## config.mk

```make
export PLATFORM = sky130hd
export DESIGN_NAME = dltq_mul
export DESIGN_NICKNAME = d
export VERILOG_FILES = /design/src/rtl/core/dltq_pkg.sv /design/src/rtl/core/dltq_mul.sv
export SDC_FILE = /design/constraint.sdc
export NUM_CORES = 1
export LEC_CHECK = 0
export BUFFER_PORTS_ARGS = -buffer_cell sky130_fd_sc_hd__buf_4
export CAP_MARGIN = 20
export CORE_MARGIN = 5
export CORE_UTILIZATION = 39
export CTS_BUF_LIST = sky130_fd_sc_hd__clkbuf_4
export DETAILED_ROUTE_END_ITERATION = 6
export MAX_ROUTING_LAYER = met4
export PLACE_DENSITY = 0.58
export SLEW_MARGIN = 0
export SYNTH_ARGS = -nofsm -noshare
export SYNTH_HDL_FRONTEND = slang
export SYNTH_SLANG_ARGS = --single-unit
```

## constraint.sdc

```tcl
create_clock -name clk_i -period 4.25 [get_ports clk_i]
set_clock_uncertainty 0.2 [all_clocks]
set_input_delay 0.425 -clock clk_i [delete_from_list [all_inputs] [get_ports clk_i]]
set_output_delay 0.425 -clock clk_i [all_outputs]
set_load 0.02 [all_outputs]
```

## src/rtl/core/dltq_pkg.sv

```systemverilog
// Package for the delta-list timer queue: shared constants, codes and the
// sequencer-to-datapath struct. No dependencies.
package dltq_pkg;

  localparam int unsigned MaxTimersDefault = 32;
  localparam int unsigned RunCap = 63;

  typedef enum logic [2:0] {
    MODE_ADD     = 3'd0,
    MODE_STOP    = 3'd1,
    MODE_ADVANCE = 3'd2,
    MODE_SET     = 3'd3,
    MODE_CLEAR   = 3'd4
  } mode_e;

  typedef enum logic [2:0] {
    KIND_DONE    = 3'd0,
    KIND_EXPIRY  = 3'd1,
    KIND_FULL    = 3'd2,
    KIND_NOTFND  = 3'd3,
    KIND_CUT     = 3'd4
  } kind_e;

  typedef struct packed {
    logic        start;
    logic [31:0] multiplier;
    logic [47:0] multiplicand;
  } mul_req_t;

endpackage

```

## src/rtl/core/dltq_mul.sv

```systemverilog
// Iterative saturating multiplier for the timer queue: 48-bit period times
// 32-bit scale, one scale bit per cycle. Depends on dltq_pkg.
module dltq_mul (
  input  logic               clk_i,
  input  logic               rst_ni,
  input  dltq_pkg::mul_req_t req_i,
  output logic               busy_o,
  output logic [63:0]        product_o
);
  import dltq_pkg::*;

  logic [5:0]  cnt_q, cnt_d;
  logic [31:0] mplr_q, mplr_d;
  logic [79:0] acc_q, acc_d;
  logic [47:0] mcnd_q, mcnd_d;

  always_comb begin
    cnt_d  = cnt_q;
    mplr_d = mplr_q;
    acc_d  = acc_q;
    mcnd_d = mcnd_q;
    if (req_i.start) begin
      cnt_d  = 6'd32;
      mplr_d = req_i.multiplier;
      mcnd_d = req_i.multiplicand;
      acc_d  = '0;
    end else if (cnt_q != 6'd0) begin
      acc_d  = {acc_q[78:0], 1'b0} + (mplr_q[31] ? {32'd0, mcnd_q} : 80'd0);
      mplr_d = {mplr_q[30:0], 1'b0};
      cnt_d  = cnt_q - 6'd1;
    end
  end

  always_ff @(posedge clk_i or negedge rst_ni) begin
    if (!rst_ni) begin
      cnt_q <= '0;
    end else begin
      cnt_q <= cnt_d;
    end
  end

  always_ff @(posedge clk_i) begin
    mplr_q <= mplr_d;
    acc_q  <= acc_d;
    mcnd_q <= mcnd_d;
  end

  assign busy_o    = (cnt_q != 6'd0) || req_i.start;
  assign product_o = (acc_q[79:64] != 16'd0) ? {64{1'b1}} : acc_q[63:0];

endmodule

```

==> results of run 1 <==
==> logic make-up (layout without fill, tap and decap cells) <==
family / Yosys count / after routing / synth area share (%)
adder cells (fa/ha/maj): 49 / 49 / 6.39
other: 0 / 1 / 0
AO/OA/AOI/OAI: 245 / 245 / 16.0
XOR/XNOR: 71 / 71 / 6.40
buffers and inverters: 75 / 296 / 3.03
AND/OR/NAND/NOR: 413 / 413 / 21.8
multiplexers: 31 / 31 / 3.59
flip-flops: 166 / 166 / 42.7
==> repair_timing <==
item | in CTS | in global routing
gates resized for setup | 0 | 1
setup endpoints to repair | 0 | 2
hold endpoints to repair | 86 | 0
hold buffers | 81 | 0
==> metrics by stage <==
| stage | utilization [%] | hold slack (ns) |
|---|---|---|
| 6_report | 50.1 | 0.0776 |
| 5_1_grt | 50.1 | 0.0125 |
| 4_1_cts | 50.1 | 0.00867 |
| 3_5_place_dp | 45.5 | 0.0411 |
| 3_3_place_gp | 45.5 | 0.0425 |
| 2_1_floorplan | - | -0.0706 |
==> path summary, 6_finish.rpt <==
kind / slack (ns) / cells past startpoint / endpoint / from
min in group clk_i: 0.13 / 2 / acc_q[15] / req_i[80]
hold reg to reg: 0.26 / 2 / acc_q[79] / acc_q[79]
hold / removal: 0.08 / 2 / cnt_q[2] / rst_ni
setup reg to reg: 0.39 / 14 / acc_q[76] / mplr_q[31]
setup / recovery: 0.39 / 14 / acc_q[76] / mplr_q[31]
max in group asynchronous: 3.65 / 2 / cnt_q[1] / rst_ni
==> sequential cells by signal, indices dropped and copies added, names as in the netlist <==
name and cells:
acc_q 80, mcnd_q 48, mplr_q 32, cnt_q 6
==> synthesized netlist by cell type, types with 3 or more instances <==
master    count
nand2_1     126
dfxtp_1      80
edfxtp_1     80
a21oi_1      73
nor2_1       68
or2_2        60
xnor2_1      53
and2_1       52
ha_1         48
clkbuf_1     43
o21ai_0      38
mux2_2       31
o21ai_1      29
a211oi_1     25
a21o_1       23
inv_1        21
nor3_1       19
xor2_1       18
nand3_1      17
nand4_1      16
nor4_1       14
nand2b_1     10
a31oi_1       6
and3_1        6
buf_1         6
dfrtp_1       6
o21bai_1      6
nor4_2        5
o21a_1        5
o22ai_1       5
or3_1         5
a221oi_1      4
buf_2         4
a41oi_1       3
nor2b_1       3
nor3b_1       3
o211ai_1      3
o31a_1        3
==> power breakdown <==
group | internal (W) | total (W) | leakage [nW] | switching [W]
registers | 0.00206 | 0.00232 | 1.54 | 0.000267
clock network | 0.000329 | 0.000998 | 0.163 | 0.000669
logic | 0.00259 | 0.00586 | 3.34 | 0.00328
total | 0.00498 | 0.00919 | 5.04 | 0.00421
==> routing by layer <==
metal / track usage (%) / up-vias / wire [µm]
li1: - / 4163 / -
met4: 3.18 / 0 / 199
met2: 29.8 / 213 / 11600
met3: 3.14 / 22 / 1070
met5: - / - / 0
met1: 24.2 / 3865 / 12300
==> final cells by class <==
type / instances / share of cell area, %
clock inverters: 15 / 1.46
inverters: 21 / 0.643
repair buffers: 243 / 16.5
flip-flops and latches: 166 / 33.9
well taps: 324 / 3.31
multi-input cells: 809 / 43.1
diodes: 1 / 0.0204
clock buffers: 17 / 1.04
==> flow_summary.toml, run 1 <==
[floorplanning]
core.rowCount = 57
die_area_um2 = 28200
die_x_um = 168
coreArea_um2 = 24500
ioPinCount = 148
die_h_um = 168
start_util_pct = 39.7

[yosys]
yosysTopAreaCellShare_pct = 24.7
synth_cell_type_count = 63
synth-edff-count = 80
post_synth.cell_area_avg_um2 = 9.26
synthesis.area_um2 = 9720
yosys.area.top_type = "edfxtp_1"
yosys-top-cells-area = "edfxtp_1 25%, dfxtp_1 16%, ha_1 6.2%, nand2_1 4.9%, xnor2_1 4.8%"
yosysSeqAreaShare_pct = 42.7
postSynthCellCount = 1050
synth-seq-cells = 166
async_flop_share_pct = 3.61
ys.flop_type = "edfxtp_1"
syn-num-nets = 1182
ys_warn_count = 0

[global_routing]
grt_max_degree = 65
antenna_found_initial = 1
overflow = 0
grt_pass1_wl_um = 41600
grt_pass1_vias = 8266
grt_usage_pct = 18.2

[routing]
vias = 8263
ant_nets = 0
firstDrtPassIters = 5
drc_errors = 0
drt_iter0_markers = 522
viasPerCell = 5.18
wl_per_cell_um = 15.8
routed_wl_um = 25200

[cts]
cts_root_buffer = "clkbuf_4"
h-tree-depth = 4
clkTransAtPathRegs_ns = 0.16
cts_max_path_buffers = 2
clock-sinks = 166
cts_tree = "yes"
cts_setup_buffers = 0
cts_buffers = 17
clock_latency_ns = 0.56

[worst_setup_path]
slowest_stage = "or4_4"
cp.required_ns = 4.49
start_kind = "flip-flop"
worstPathArrival_ns = 4.11
worstSetupEndpointType = "flip-flop"
crit_fanout = 46
critPathTopFamily = "simple AND/OR/NAND/NOR gates"
cp.buffers_inverters = 2
critPathMaxStageDelay_ns = 0.51
worstSetupPathType = "reg -> reg"
path_common_cell = "buf_4"
crit_chain = "buf_4 -> and2_1 -> ha_1 -> nand2_1 -> or4_4 -> o21bai_2 -> a31oi_1 -> o22ai_2 -> a211o_4 -> a31oi_4 -> buf_4 -> nor4_2 -> xnor2_1 -> o21ai_1"

[timing]
finalHoldViolations = 0
drv_slew = 0
setup_viol = 0
fin_crit_ns = 3.86
fin_setup_tns_ns = 0
timing.final.crit_share_pct = 90.9
maxSlewHeadroom_pct = 41.4
tightest_slew_ns = 0.880
worst_slack_ns = 0.387
fmax_mhz = 259
rsz0062_at_grt = "false"

[place]
post-dp-hpwl_um = 17500
place_area_um2 = 11100
port_buffers = 147
gp_congestion = 0.912
preCtsSetupSlack_ns = 0.372
dpl.cell_count = 1482

[final_layout]
ff_latch_area_um2 = 4150
area_growth_pct = 26.2
layout-drive-gt1-share_pct = 24.1
final_nets = 1390
multi_input_area_um2 = 5290
n_fill_cell = 2309
final_common_cell = "buf_4"
fin_cells = 1596
finish.instance_area_um2 = 12300
mostFrequentLayoutCells = "162 x buf_4, 126 x nand2_1, 81 x dlygate4sd3_1"

[run]
cap_violations = 0

[pwr]
vdd_drop_max_v = 0.000579
finalPower_w = 0.00919
power.leakage_nw = 5.04
power-per-cell-area_nw_per_um2 = 749

[outcome]
status = "complete, no violations"

[hold_path]
hp-class = "in -> async"
Note: power is estimated with default switching activity, not from simulation.
==> run 2: changes to the inputs <==
--- a/config.mk
+++ b/config.mk
@@ -5,7 +5,7 @@
 export SDC_FILE = /design/constraint.sdc
 export NUM_CORES = 1
 export LEC_CHECK = 0
-export BUFFER_PORTS_ARGS = -buffer_cell sky130_fd_sc_hd__buf_4
+export BUFFER_PORTS_ARGS = -buffer_cell sky130_fd_sc_hd__buf_2
 export CAP_MARGIN = 20
 export CORE_MARGIN = 5
 export CORE_UTILIZATION = 39
==> constraint.sdc (replaced) <==
create_clock -name clk_i -period 5 [get_ports clk_i]
set_clock_uncertainty 0.2 [all_clocks]
set_input_delay 0.5 -clock clk_i [delete_from_list [all_inputs] [get_ports clk_i]]
set_output_delay 0.5 -clock clk_i [all_outputs]
set_load 0.02 [all_outputs]
==> run 2 against run 1 <==
Effect of this change:
- worst hold slack better by 0.010 ns
- critical endpoint is now acc_q[72]
- final area down 3.2%
- combinational power down 23%
- clock-buffer cell count unchanged
- flip-flop and latch count unchanged
- die area unchanged
- sequential share of layout area up 1.1 points
- setup slack better by 0.40 ns
- clock power down 13%
- largest cell class unchanged
==> flow_summary.toml, run 2 (same netlist as run 1, synthesis figures left out) <==
[final_layout]
mostFrequentLayoutCells = "146 x buf_2, 126 x nand2_1, 81 x dlygate4sd3_1"
top_register = "acc_q"
fin_cells = 1592
finish.instance_area_um2 = 11900
final_common_cell = "buf_2"
largestRegisters = "acc_q x80, mcnd_q x48, mplr_q x32"
layout-drive-gt1-share_pct = 23.8
area_growth_pct = 22.1
final_nets = 1386
largest_reg_flops = 80

[cts]
cts_resized = 0
cts_hold_buf = 81
clkTransAtPathRegs_ns = 0.17
cts_buffers = 17
clock-sinks = 166
cts_max_path_buffers = 2
clock_latency_ns = 0.61
cts_root_buffer = "clkbuf_4"
cts_tree = "yes"
cts_setup_buffers = 0
h-tree-depth = 4

[worst_setup_path]
slowest_stage = "nor4_1"
start_kind = "flip-flop"
critPathMaxStageDelay_ns = 0.65
critPathTopFamily = "compound AO/OA/AOI/OAI gates"
worstSetupPathType = "reg -> reg"
worstPathArrival_ns = 4.54
rrSetupSlack_ns = 0.79
regToRegEndpoint = "acc_q[72]"
r2r_start = "mplr_q[31]"
cp.required_ns = 5.33
cp.depth = 11
worstSetupStartpoint = "mplr_q[31]"
crit_fanout = 39
cp.buffers_inverters = 1
crit_chain = "buf_4 -> and2_1 -> ha_1 -> a21o_1 -> nor4_1 -> a211oi_2 -> a211o_4 -> a31oi_4 -> nor4_1 -> xnor2_1 -> a211oi_1"
setup.worst_path.end = "acc_q[72]"
reg2reg_depth = 11
worstSetupEndpointType = "flip-flop"
path_common_cell = "nor4_1"

[timing]
rsz0062_at_grt = "false"
tightest_slew_ns = 0.788
maxSlewHeadroom_pct = 47.2
setup_viol = 0
fin_setup_tns_ns = 0
drv_slew = 0
finalHoldViolations = 0
fmax_mhz = 238
fin_crit_ns = 4.21
timing.final.crit_share_pct = 84.2

[outcome]
status = "complete, no violations"

[place]
post-dp-hpwl_um = 17400
place_area_um2 = 10700
port_buffers = 147
gp_congestion = 0.870
dpl.cell_count = 1478

[routing]
drt_iter0_markers = 601
routed_wl_um = 25200
firstDrtPassIters = 6
ant_nets = 0
viasPerCell = 5.16
wl_per_cell_um = 15.8
vias = 8220
drc_errors = 0

[global_routing]
antenna_found_initial = 1
overflow = 0
grt_max_degree = 65
grt_pass1_wl_um = 41600
grt_usage_pct = 18.3
grt_pass1_vias = 8093

[floorplanning]
core.rowCount = 57
die_h_um = 168
die_x_um = 168
die_area_um2 = 28200
coreArea_um2 = 24500
ioPinCount = 148
start_util_pct = 39.7

[hold_path]
whs_path_depth = 2
hp-class = "in -> reg"

[pwr]
power.leakage_nw = 4.91
vdd_drop_max_v = 0.000423
power-per-cell-area_nw_per_um2 = 619

[run]
cap_violations = 0
==> run 2: changes by cell type in the layout (fill, tap and decap cells not counted), sizes merged <==
cell and change:
clkinv +1, bufinv -1, inv +1, clkinvlp -1
buf -4
==> run 2: worst register-to-register path, cell delays in order (launching register included) <==
cell      delay, ns
edfxtp_1       0.55
buf_4          0.37
and2_1         0.20
ha_1           0.28
a21o_1         0.23
nor4_1         0.65
a211oi_2       0.17
a211o_4        0.38
a31oi_4        0.57
nor4_1         0.17
xnor2_1        0.16
a211oi_1       0.22
==> run 2: per-layer routing <==
layer	part of all wire [%]	routed length, µm	global-route usage, %	vias to the layer above
met5	0	0	-	-
met4	0.72	181	3.00	0
met3	4.7	1180	2.98	22
met2	46	11500	29.5	196
met1	49	12300	24.9	3847
li1	-	-	-	4155
==> run 2: power breakdown <==
group | leakage, nW | total (W) | switching, W | internal, W
clock network | 0.168 | 0.000866 | 0.000618 | 0.000248
logic | 3.21 | 0.00451 | 0.00275 | 0.00176
registers | 1.54 | 0.00197 | 0.000225 | 0.00175
==> run 2: final cells by class <==
| class | count | area [µm²] |
|---|---|---|
| Antenna cell | 1 | 2.50 |
| Tap cell | 324 | 405 |
| Clock buffer | 17 | 128 |
| Inverter | 21 | 78.8 |
| Multi-Input combinational cell | 809 | 5280 |
| Clock inverter | 15 | 189 |
| Timing Repair Buffer | 239 | 1630 |
| Sequential cell | 166 | 4150 |
| Fill cell | 2316 | 12600 |
==> run 2: worst min-delay path by stage <==
stage	start	to	slack [ns]
CTS	req_i[80]	acc_q[6]	0.04
finish	req_i[80]	acc_q[6]	0.09
global route	req_i[80]	acc_q[6]	0.05
detailed placement	rst_ni	cnt_q[4]	0.13
floorplan	rst_ni	cnt_q[0]	0.004
global placement	rst_ni	cnt_q[4]	0.13
==> run 2: through the flow <==
step	total power, W	hold WS, ns	utilization, %	worst slack, ns
global route	0.00793	0.0510	48.5	0.340
floorplan	0.00516	0.00441	-	1.37
finish	0.00735	0.0876	48.5	0.791
detailed placement	0.00651	0.135	43.9	0.734
CTS	0.00746	0.0449	48.5	0.743
global placement	0.00647	0.135	43.9	0.889
